File: src/i2r_pkg.sv
// ----------------------------------------------------------------------------
// i2r_pkg - shared constants and helpers for integer_to_radix_digits
// Character codes, radix limits, register map and digit encoding.
// ----------------------------------------------------------------------------
package i2r_pkg;

    localparam logic [6:0] CHAR_ZERO     = 7'h30;
    localparam logic [6:0] CHAR_LETTER_A = 7'h41;
    localparam logic [6:0] CHAR_MINUS    = 7'h2D;
    localparam logic [5:0] LETTER_OFFSET = 6'd10;

    localparam logic [5:0] RADIX_RESET = 6'd10;
    localparam logic [5:0] BASE_MIN    = 6'd2;
    localparam logic [5:0] BASE_MAX    = 6'd36;

    localparam int         ADDR_W    = 3;
    localparam logic [0:0] REG_RADIX = 1'b0;

    // Clamp the programmed radix into the usable range.
    function automatic logic [5:0] effective_base(input logic [5:0] radix);
        logic [5:0] b;
        b = radix;
        if (b < BASE_MIN) begin
            b = BASE_MIN;
        end
        if (b > BASE_MAX) begin
            b = BASE_MAX;
        end
        return b;
    endfunction

    // Map a digit value to its ASCII code.
    function automatic logic [6:0] digit_char(input logic [5:0] d);
        logic [6:0] c;
        if (d < LETTER_OFFSET) begin
            c = CHAR_ZERO + {1'b0, d};
        end
        else begin
            c = CHAR_LETTER_A + {1'b0, d - LETTER_OFFSET};
        end
        return c;
    endfunction

endpackage

File: src/integer_to_radix_digits.sv
// ----------------------------------------------------------------------------
// integer_to_radix_digits - signed integer to base-N text
// Converts a 32-bit two's complement value to ASCII in base 2..36.
// ----------------------------------------------------------------------------
// Usage:
//   Input channel (value, value_valid, value_ready) takes one signed 32-bit
//   item. The output channel (character, last_char, char_valid, char_ready)
//   returns the string one character per item: an optional '-', then the
//   digits most significant first ('0'-'9', 'A'-'Z'); last_char marks the
//   final character. Zero gives the single character '0'.
//   The base comes from the radix register (APB, address 0, reset 10);
//   values below 2 act as 2, above 36 act as 36. Write it only while idle.
// Timing:
//   A shared restoring divider produces one quotient bit per cycle (division
//   never stalls); each digit takes one pass over all 32 dividend bits, and
//   an item has up to MAX_DIGITS digits (32 for base 2). Each character then
//   goes out through the digit buffer (registered read, then output load)
//   once the output register is free, after the '-' for a negative value.
//   value_ready is high only when the sequencer is idle, which includes the
//   time the last character still waits in the output register.
// Reset clears the sequencer and the output register and sets radix to 10.
// A stalled receiver holds the character in the output register and the
// sequencer waits; nothing is dropped.
// ----------------------------------------------------------------------------
module integer_to_radix_digits
    import i2r_pkg::*;
#(
    parameter int MAX_DIGITS = 32
)
(
    input  logic                clk,
    input  logic                rst_n,
    // configuration port
    input  logic                psel,
    input  logic                penable,
    input  logic                pwrite,
    input  logic [ADDR_W-1:0]   paddr,
    input  logic [31:0]         pwdata,
    output logic [31:0]         prdata,
    output logic                pready,
    // input channel
    input  logic signed [31:0]  value,
    input  logic                value_valid,
    output logic                value_ready,
    // output channel
    output logic [6:0]          character,
    output logic                last_char,
    output logic                char_valid,
    input  logic                char_ready
);

    localparam int IW = (MAX_DIGITS > 1) ? $clog2(MAX_DIGITS) : 1;
    localparam int CW = $clog2(MAX_DIGITS + 1);
    localparam logic [CW-1:0] COUNT_STOP = CW'(MAX_DIGITS - 1);

    typedef enum logic [2:0] {
        ST_IDLE,
        ST_DIV,
        ST_PUT_SIGN,
        ST_PUT_ZERO,
        ST_RD,
        ST_PUT_DIG
    } state_t;

    state_t          state_reg;
    logic [5:0]      radix_reg;
    logic [31:0]     quot_reg;
    logic [5:0]      rem_reg;
    logic [4:0]      bit_cnt_reg;
    logic [CW-1:0]   count_reg;
    logic            neg_reg;
    logic [IW-1:0]   rd_idx_reg;
    logic [6:0]      char_reg;
    logic            last_reg;
    logic            out_valid_reg;

    // digit buffer, least significant digit first
    logic [5:0]      digit_mem [MAX_DIGITS];
    logic [5:0]      rd_data_reg;

    logic            cfg_write;
    logic            in_accept;
    logic            slot_free;
    logic            out_load;
    logic [5:0]      base;
    logic [6:0]      rem_shift;
    logic            sub_ok;
    logic [5:0]      rem_next;
    logic [31:0]     quot_next;
    logic            digit_done;
    logic            mem_we;

    assign pready      = 1'b1;
    assign cfg_write   = psel && penable && pwrite;
    assign prdata      = (paddr[2] == REG_RADIX) ? {26'd0, radix_reg} : 32'd0;

    assign value_ready = (state_reg == ST_IDLE);
    assign in_accept   = value_valid && value_ready;
    assign slot_free   = !out_valid_reg || char_ready;
    // the sequencer puts a new character into the output register
    assign out_load    = (state_reg inside {ST_PUT_SIGN, ST_PUT_ZERO, ST_PUT_DIG})
                         && slot_free;

    assign character   = char_reg;
    assign last_char   = last_reg;
    assign char_valid  = out_valid_reg;

    // One restoring division step: bring down a dividend bit, try subtracting.
    assign base      = effective_base(radix_reg);
    assign rem_shift = {rem_reg, quot_reg[31]};
    assign sub_ok    = (rem_shift >= {1'b0, base});
    assign rem_next  = sub_ok ? 6'(rem_shift - {1'b0, base}) : rem_shift[5:0];
    assign quot_next = {quot_reg[30:0], sub_ok};

    assign digit_done = (state_reg == ST_DIV) && (bit_cnt_reg == 5'd31);
    assign mem_we     = digit_done;

    always_ff @(posedge clk)
    begin
        if (mem_we)
        begin
            digit_mem[count_reg[IW-1:0]] <= rem_next;
        end
        rd_data_reg <= digit_mem[rd_idx_reg];
    end

    always_ff @(posedge clk or negedge rst_n)
    begin
        if (!rst_n)
        begin
            state_reg     <= ST_IDLE;
            radix_reg     <= RADIX_RESET;
            quot_reg      <= '0;
            rem_reg       <= '0;
            bit_cnt_reg   <= '0;
            count_reg     <= '0;
            neg_reg       <= 1'b0;
            rd_idx_reg    <= '0;
            char_reg      <= '0;
            last_reg      <= 1'b0;
            out_valid_reg <= 1'b0;
        end
        else
        begin
            if (cfg_write && (paddr[2] == REG_RADIX))
            begin
                radix_reg <= pwdata[5:0];
            end

            // load a new output item, or drop the held one once taken
            if (out_load)
            begin
                out_valid_reg <= 1'b1;
            end
            else if (char_ready)
            begin
                out_valid_reg <= 1'b0;
            end

            case (state_reg)
                ST_IDLE:
                begin
                    if (in_accept)
                    begin
                        neg_reg     <= value[31];
                        quot_reg    <= value[31] ? (32'd0 - value) : value;
                        rem_reg     <= '0;
                        bit_cnt_reg <= '0;
                        count_reg   <= '0;
                        state_reg   <= (value == 32'sd0) ? ST_PUT_ZERO : ST_DIV;
                    end
                end
                ST_DIV:
                begin
                    bit_cnt_reg <= bit_cnt_reg + 5'd1;
                    if (digit_done)
                    begin
                        quot_reg  <= quot_next;
                        rem_reg   <= '0;
                        count_reg <= count_reg + 1'b1;
                        if ((quot_next != 32'd0) && (count_reg < COUNT_STOP))
                        begin
                            state_reg <= ST_DIV;
                        end
                        else
                        begin
                            // most significant digit sits at the old count
                            rd_idx_reg <= count_reg[IW-1:0];
                            state_reg  <= neg_reg ? ST_PUT_SIGN : ST_RD;
                        end
                    end
                    else
                    begin
                        quot_reg <= quot_next;
                        rem_reg  <= rem_next;
                    end
                end
                ST_PUT_SIGN:
                begin
                    if (slot_free)
                    begin
                        char_reg  <= CHAR_MINUS;
                        last_reg  <= 1'b0;
                        state_reg <= ST_RD;
                    end
                end
                ST_PUT_ZERO:
                begin
                    if (slot_free)
                    begin
                        char_reg  <= CHAR_ZERO;
                        last_reg  <= 1'b1;
                        state_reg <= ST_IDLE;
                    end
                end
                ST_RD:
                begin
                    // buffer read of rd_idx_reg lands next cycle
                    state_reg <= ST_PUT_DIG;
                end
                ST_PUT_DIG:
                begin
                    if (slot_free)
                    begin
                        char_reg <= digit_char(rd_data_reg);
                        last_reg <= (rd_idx_reg == '0);
                        if (rd_idx_reg == '0)
                        begin
                            state_reg <= ST_IDLE;
                        end
                        else
                        begin
                            rd_idx_reg <= rd_idx_reg - 1'b1;
                            state_reg  <= ST_RD;
                        end
                    end
                end
                default:
                begin
                    state_reg <= ST_IDLE;
                end
            endcase
        end
    end

endmodule

File: config.mk
export PLATFORM = sky130hd
export DESIGN_NAME = integer_to_radix_digits
export DESIGN_NICKNAME = d
export VERILOG_FILES = /design/src/i2r_pkg.sv /design/src/integer_to_radix_digits.sv
export SDC_FILE = /design/constraint.sdc
export NUM_CORES = 1
export LEC_CHECK = 0
export BUFFER_PORTS_ARGS = -buffer_cell sky130_fd_sc_hd__buf_2
export CORE_ASPECT_RATIO = 1.1
export CORE_MARGIN = 1.5
export CORE_UTILIZATION = 54
export CTS_CLUSTER_DIAMETER = 150
export DETAILED_ROUTE_END_ITERATION = 8
export HOLD_SLACK_MARGIN = 0.06
export MAX_ROUTING_LAYER = met4
export PLACE_DENSITY = 0.81
export RECOVER_POWER = 100
export SYNTH_ARGS = -nofsm -noshare
export SYNTH_HDL_FRONTEND = slang
export SYNTH_SLANG_ARGS = --single-unit
File: constraint.sdc
create_clock -name clk -period 3.9 [get_ports clk]
set_clock_uncertainty 0.05 [all_clocks]
set_input_delay 0.585 -clock clk [delete_from_list [all_inputs] [get_ports clk]]
set_output_delay 0.585 -clock clk [all_outputs]
set_load 0.02 [all_outputs]
==> flow_summary.ini, run 1 <==
[worst_setup_path]
cp_slowest_cell = buf_2
critPathCaptureType = flip-flop
cpPeakStageDelay_ns = 1.25
path_class = reg2reg
cp.arrival_ns = 3.74
startpoint = rd_idx_reg[0]$_DFFE_PN0P_
cp_max_fo = 48
r2r_slack_ns = 0.51
reg2regPathDepth = 4
reg2reg_to = rd_data_reg[2]$_DFF_P_
cp_cell_sequence = buf_2 -> mux4_2 -> mux4_2 -> mux2_1
crit_top_cell = mux4_2
start_kind = flip-flop
cp-endpoint = rd_data_reg[2]$_DFF_P_
required_ns = 4.25
r2r-start = rd_idx_reg[0]$_DFFE_PN0P_

[global_route]
grtUsageTotal_pct = 22.4
grt_pass1_vias = 7713
grt_pass1_wl_um = 41200
antenna_found_initial = 0
grt_max_degree = 74
gr-total-overflow = 0

[die]
floorplan.die_area_sq_mm = 0.0244
design.core.area_sq_mm = 0.0229
pin_count = 117
num_rows = 58
die_x_um = 149
initial_core_util_pct = 55.2
die_h_um = 164

[cts]
cts_resized = 0
insertion_delay_ns = 0.54
cts.root.buffer_cell = clkbuf_16
cts_num_sinks = 271
post_cts_buffers = 0
path_clk_slew_ns = 0.06
cts_max_level = 1
cts_made_buffers = 27
clockBufferDepth = 3
cts_hold_buf = 0
cts_tree = done

[synth]
yosysSeqAreaShare_pct = 60.9
yosys_warnings = 0
synthDistinctLibCells = 68
ys_top_cells_by_area = edfxtp_1 (46%), dfrtp_1 (14%), mux4_2 (9.4%)
synth_edf_count = 192
synth_largest_area_cell = edfxtp_1
ys.flop_type = edfxtp_1
syn_inst = 919
synth-seq-cells = 271
synthArstFlopShare_pct = 26.9
avgSynthCellArea_sq_um = 13.8
synth_area_sq_mm = 0.0127
synth.top_cell.area_share_pct = 45.5

[cells_and_area]
final_cell_mix = edfxtp_1 (192), nor2_1 (76), dfrtp_1 (69)
diodes = 0
drive_gt1_share_pct = 18.0
largest_register_ffs = 192
fin_nets = 1067
area_delta_synth_final_pct = 10.8
layout_commonest_cell = edfxtp_1

[sta]
tns_ns = 0
grt_setup_unrepaired = no
post-route-min-period_ns = 3.39
max_freq_mhz = 295
max-slew-margin-rel_pct = -23.8
setup_viol = 0
worst_pin_slew_ns = 1.86
post-route-period-util_pct = 86.8
slew_viol_final = 160
finalHoldViolCount = 0

[routing]
vias = 7879
drc = 0
drtPass1Iterations = 5
viasPerCell = 6.09
post_drt_wl_per_cell_um = 20.1
routed_wl_um = 26000
ant_nets = 0
drt-initial-drc-count = 592

[power]
peakVddDrop_v = 0.000618
p_leak_nw = 5.05
total_power_mw = 11.1
power.density_mw_per_mm2 = 788

[job]
drv_cap = 3

[place]
gp_congestion = 0.863
dp_hpwl_um = 16700
numPortBuffers = 61

[status]
status = complete, but fails checks
violations = capacitance limit, slew limit

[min_path]
hold_class = in2reg
==> layout make-up <==
class                           instances  area (sq um)
Clock inverter                         20           213
Multi-Input combinational cell        583          4610
Sequential cell                       271          7720
Tap cell                              300           375
Timing Repair Buffer                   73           355
Clock buffer                           30           697
Inverter                               17          63.8
Fill cell                            1689          8900
==> stage by stage <==
stage / worst slack [ns] / hold slack, ns / utilization [%] / area [sq um] / instances
4_1_cts: 0.510 / 0.168 / 61.5 / 14100 / 1294
3_5_place_dp: 0.616 / 0.421 / 57.5 / 13200 / 1244
3_3_place_gp: 0.736 / 0.416 / 57.5 / 13200 / 1244
2_1_floorplan: 0.00747 / 0.239 / - / 12800 / 944
6_report: 0.514 / 0.229 / 61.2 / 14000 / 1294
5_1_grt: 0.290 / 0.223 / 61.2 / 14000 / 1294
==> worst max-delay path: cells and delay by family, from the launching register on <==
family | cells | cell delay [ns]
multiplexers | 3 | 1.56
buffers and inverters | 1 | 1.25
flip-flops | 1 | 0.37
==> synth_stat cells, drive strengths merged (3+ instances only) <==
cell	count
nand3	9
nand4	5
o41ai	3
ha	19
and3	4
a31oi	8
buf	43
nor3	21
and2	3
nand2	40
a211oi	4
a22o	24
nor2b	25
dfrtp	71
or4	6
a21oi	37
o21a	4
clkbuf	30
a22oi	17
mux4	53
a221o	4
mux2i	22
o31ai	6
nor2	76
a21o	4
nand2b	13
or2	3
o22ai	4
edfxtp	192
xor2	17
or3	8
nor4	11
mux2	13
xnor2	7
nor3b	4
inv	17
o21ai	56
dfxtp	6
==> how the worst min path moves through the flow <==
stage / start / endpoint / slack (ns) / cells after the start
2_1_floorplan: rst_n / bit_cnt_reg[0]$_DFFE_PN0P_ / 0.24 / 0
3_3_place_gp: character[1]$_DFFE_PN0P_ / character[1]$_DFFE_PN0P_ / 0.42 / 2
3_5_place_dp: bit_cnt_reg[3]$_DFFE_PN0P_ / bit_cnt_reg[3]$_DFFE_PN0P_ / 0.42 / 1
4_1_cts: rst_n / quot_reg[5]$_DFFE_PN0P_ / 0.17 / 1
5_1_grt: pwdata[0] / radix_reg[0]$_DFFE_PN0P_ / 0.22 / 2
6_report: pwdata[0] / radix_reg[0]$_DFFE_PN0P_ / 0.23 / 2
==> where the power goes <==
| part | total (mW) | internal (mW) | switching [mW] | leakage (nW) |
|---|---|---|---|---|
| registers | 4.59 | 4.20 | 0.393 | 2.71 |
| logic | 3.82 | 1.46 | 2.36 | 1.89 |
| clock network | 2.64 | 1.56 | 1.08 | 0.449 |
==> cells by family after synthesis <==
family,count (synthesis),share of synthesized area (%)
fa+ha+maj,20,2.04
mux,88,12.3
xor+xnor,24,1.66
buf+inv,90,3.61
other cells,2,0.0593
simple gates,237,9.73
flops,271,60.9
compound gates,187,9.65
==> routing by layer <==
layer	track usage, %	wire, um	up-vias
met1	28.4	10600	3961
met3	2.57	1250	55
met5	-	0	-
met2	38.3	13500	267
li1	-	-	3596
met4	6.62	665	0
(Power assumes the default switching activity.)
==> run 2, diff against run 1 <==
Settings changed: CORE_UTILIZATION 54 to 56, CTS_BUF_LIST set to sky130_fd_sc_hd__clkbuf_4 sky130_fd_sc_hd__clkbuf_8, PLACE_DENSITY 0.81 to 0.84.
==> run 2 against run 1 <==
Against the previous run: the run still ends with capacitance limit, slew limit left; cell count up 1.5%; critical path depth up 4; largest power group unchanged; sequential share of layout area up 0.45 points; sequential power up 2%; critical endpoint is now digit_mem[25][2]$_DFFE_PP_; core utilization up 1.8 points; critical path type unchanged; sequential cell count unchanged; wire length up 0.32%; maximum frequency down 1.9%.
==> flow_summary.ini, run 2 (synthesized netlist as in run 1, its figures left out) <==
[die]
floorplan.die_area_sq_mm = 0.0235
design.core.area_sq_mm = 0.0221
num_rows = 57
pin_count = 117
die_h_um = 161
initial_core_util_pct = 57.3
die_x_um = 146

[worst_setup_path]
r2r_slack_ns = 0.45
start_kind = flip-flop
cp_max_fo = 33
path_class = reg2reg
critPathCaptureType = flip-flop
cp.arrival_ns = 3.54
required_ns = 3.99

[power]
total_power_mw = 10.7
power.density_mw_per_mm2 = 769
p_leak_nw = 5.02
peakVddDrop_v = 0.000574

[cells_and_area]
drive_gt1_share_pct = 19.0
fin_nets = 1084
final_area_sq_mm = 0.0139
stdcell_count = 1314
fin_util_pct = 62.9
area_delta_synth_final_pct = 9.89
final_cell_mix = edfxtp_1 (192), nor2_1 (76), dfrtp_1 (70)
diodes = 0
largest_register_ffs = 192
layout_commonest_cell = edfxtp_1
n_fill_cell = 1609

[place]
gp_congestion = 0.864
dpl.cell_count = 1242
dp_slack_ns = 0.620
numPortBuffers = 61
placed_area_sq_mm = 0.0132
dp_hpwl_um = 17300

[cts]
insertion_delay_ns = 0.54
path_clk_slew_ns = 0.06
clockBufferDepth = 3
cts_num_sinks = 271
cts_made_buffers = 41
cts_max_level = 2
cts_resized = 0
cts_hold_buf = 0
cts.root.buffer_cell = clkbuf_8
post_cts_buffers = 0
cts_tree = done

[global_route]
gr-total-overflow = 0
grt_pass1_wl_um = 41200
grtUsageTotal_pct = 23.2
antenna_found_initial = 0
grt_pass1_vias = 7907
grt_max_degree = 74

[sta]
max-slew-margin-rel_pct = -23.0
max_freq_mhz = 290
setup_viol = 0
post-route-min-period_ns = 3.45
finalHoldViolCount = 0
tns_ns = 0
setup_ws_ns = 0.449
slew_viol_final = 101
grt_setup_unrepaired = no
whs_ns = 0.228
worst_pin_slew_ns = 1.84
post-route-period-util_pct = 88.5

[routing]
post_drt_wl_per_cell_um = 19.8
vias = 7963
drtPass1Iterations = 5
ant_nets = 0
routed_wl_um = 26100
drc = 0
viasPerCell = 6.06
drt-initial-drc-count = 708

[job]
drv_cap = 2

[status]
violations = capacitance limit, slew limit
status = complete, but fails checks

[min_path]
hold_class = in2reg
run 2: cell types whose count changed in the layout (fill, tap and decap cells not counted), sizes merged:
cell / delta
clkinv: +4
clkbuf: +25
clkinvlp: -1
inv: -2
bufinv: -3
buf: +2
run 2: path summary, 6_finish.rpt:
path                                       startpoint  depth (start not counted)                         end
min                                         pwdata[2]                          2    radix_reg[2]$_DFFE_PN0P_
min in group asynchronous                       rst_n                          1     quot_reg[6]$_DFFE_PN0P_
min reg2reg                bit_cnt_reg[3]$_DFFE_PN0P_                          1  bit_cnt_reg[3]$_DFFE_PN0P_
max reg2reg                  radix_reg[4]$_DFFE_PN0P_                          8  digit_mem[25][2]$_DFFE_PP_
max in group asynchronous                       rst_n                          1   rd_idx_reg[1]$_DFFE_PN0P_
max                          radix_reg[4]$_DFFE_PN0P_                          8  digit_mem[25][2]$_DFFE_PP_
run 2: critical path: stages, from the launching register on:
cell,delay (ns)
dfrtp_1,0.43
nor4_1,0.37
a21oi_1,0.13
ha_1,0.32
nor2b_1,0.05
o21ai_0,0.24
a21oi_1,0.12
clkbuf_1,0.25
o21ai_2,1.08
run 2: final cells by class:
type / count / area (sq um) / area share [%]
Tap cell: 295 / 369 / 2.65
Multi-Input combinational cell: 583 / 4600 / 33.1
Inverter: 17 / 63.8 / 0.459
Timing Repair Buffer: 76 / 377 / 2.71
Sequential cell: 271 / 7720 / 55.5
Clock inverter: 18 / 104 / 0.746
Clock buffer: 54 / 681 / 4.89
run 2: routing by layer:
| metal | share of wire [%] | vias to the layer above | wire length, um | GRT usage (%) |
|---|---|---|---|---|
| li1 | - | 3627 | - | - |
| met1 | 39 | 3969 | 10300 | 28.0 |
| met2 | 52 | 311 | 13700 | 39.8 |
| met3 | 5.6 | 56 | 1450 | 3.69 |
| met4 | 2.6 | 0 | 680 | 7.94 |
| met5 | 0 | - | 0 | - |
run 2: where the power goes:
part           internal (mW)  leakage (nW)  total, mW  switching, mW
Sequential              4.20          2.71       4.66          0.456
Clock                   1.20         0.407       2.25           1.05
Combinational           1.46          1.90       3.79           2.32
==> run 3, diff against run 2 <==
Settings changed: CORE_UTILIZATION 56 to 60, PLACE_DENSITY 0.84 to 0.8.
Clock period 3.9 ns to 3.59 ns, I/O delays scaled along.
==> run 3 against run 2 <==
Against the previous run: the run still ends with capacitance limit, slew limit left; setup slack got worse by 0.040 ns; via count fell by 2.0%; core utilization rose by 4.1 points; sequential power rose by 7.1%; sequential cell count did not move; register-to-register slack got worse by 0.04 ns; total power rose by 7.8%; die area fell by 6.5%; combinational power rose by 9.5%; global-route usage rose by 1.8 points; clock-buffer cell count rose by 5; critical endpoint is now rem_reg[5]$_DFFE_PN0P_; largest power group unchanged.
==> flow_summary.ini, run 3 (synthesized netlist as in run 1, its figures left out) <==
[status]
status = complete, but fails checks
violations = capacitance limit, slew limit

[sta]
setup_viol = 0
slew_viol_final = 74
setup_ws_ns = 0.408
grt_setup_unrepaired = no
whs_ns = 0.193
finalHoldViolCount = 0
tns_ns = 0
worst_pin_slew_ns = 1.82
post-route-min-period_ns = 3.18
max_freq_mhz = 314
max-slew-margin-rel_pct = -21.5
post-route-period-util_pct = 88.6

[power]
total_power_mw = 11.5
p_leak_nw = 5.02
peakVddDrop_v = 0.000443
power.density_mw_per_mm2 = 832

[cts]
post_cts_buffers = 0
insertion_delay_ns = 0.53
cts_tree = done
cts_max_level = 2
cts_hold_buf = 0
path_clk_slew_ns = 0.06
cts.root.buffer_cell = clkbuf_8
cts_made_buffers = 41
cts_resized = 0
clockBufferDepth = 3
cts_num_sinks = 271

[global_route]
grt_pass1_wl_um = 41000
antenna_found_initial = 0
grt_pass1_vias = 7721
grt_max_degree = 74
gr-total-overflow = 0
grtUsageTotal_pct = 25.0

[routing]
ant_nets = 0
drc = 0
drt-initial-drc-count = 670
drtPass1Iterations = 5
post_drt_wl_per_cell_um = 20.2
vias = 7804
routed_wl_um = 25800
viasPerCell = 6.12

[min_path]
hold_class = in2reg

[cells_and_area]
final_area_sq_mm = 0.0138
fin_util_pct = 67.1
largest_register_ffs = 192
final_cell_mix = edfxtp_1 (192), nor2_1 (76), dfrtp_1 (69)
drive_gt1_share_pct = 20.0
stdcell_count = 1275
diodes = 0
fin_nets = 1084
area_delta_synth_final_pct = 9.38
layout_commonest_cell = edfxtp_1
n_fill_cell = 1403

[die]
die_h_um = 155
design.core.area_sq_mm = 0.0206
initial_core_util_pct = 61.3
num_rows = 55
floorplan.die_area_sq_mm = 0.0220
pin_count = 117
die_x_um = 142

[worst_setup_path]
cp.arrival_ns = 3.55
required_ns = 3.96
critPathCaptureType = flip-flop
cp_max_fo = 33
path_class = reg2reg
start_kind = flip-flop

[place]
dpl.cell_count = 1203
placed_area_sq_mm = 0.0132
dp_slack_ns = 0.508
gp_congestion = 0.835
dp_hpwl_um = 17000
numPortBuffers = 61

[job]
drv_cap = 1
[run 3: where the power goes]
group          switching, mW  leakage (nW)  internal (mW)  total [mW]
Sequential             0.431          2.71           4.56        4.99
Combinational           2.56          1.91           1.59        4.15
Clock                   1.11         0.410           1.27        2.38
[run 3: final cells by class]
type	instances	area, sq um	area share, %
Inverter	17	63.8	0.461
Sequential cell	271	7720	55.7
Tap cell	256	320	2.31
Clock inverter	13	61.3	0.443
Multi-Input combinational cell	583	4600	33.2
Clock buffer	59	712	5.14
Timing Repair Buffer	76	374	2.70
[run 3: final timing paths]
path                                                from                   endpoint  slack (ns)  cells past startpoint
worst min register to register  character[6]$_DFFE_PN0P_   character[6]$_DFFE_PN0P_        0.46                      1
min in group asynchronous                          rst_n   character[4]$_DFFE_PN0P_        0.45                      1
worst max register to register  radix_reg[3]$_DFFE_PN1P_     rem_reg[5]$_DFFE_PN0P_        0.41                     10
worst min-delay path                           pwdata[1]   radix_reg[1]$_DFFE_PN1P_        0.19                      2
worst max-delay path            radix_reg[3]$_DFFE_PN1P_     rem_reg[5]$_DFFE_PN0P_        0.41                     10
max in group asynchronous                          rst_n  rd_idx_reg[1]$_DFFE_PN0P_        1.86                      1
[run 3: critical path, cell delays in order, from the launching register on]
cell and delay (ns):
dfstp_2 0.57, o31ai_1 0.10, a21oi_1 0.28, ha_1 0.30, nor2b_1 0.16, o31a_1 0.26, o21ai_0 0.19, nor4b_1 0.47
a211oi_4 0.07, buf_2 0.34, a22o_1 0.28
[run 3: layer usage]
metal / vias up / wire, um / global-route usage (%)
li1: 3628 / - / -
met3: 50 / 1540 / 3.88
met1: 3835 / 10400 / 31.6
met4: 0 / 826 / 9.72
met2: 291 / 13000 / 41.0
met5: - / 0 / -
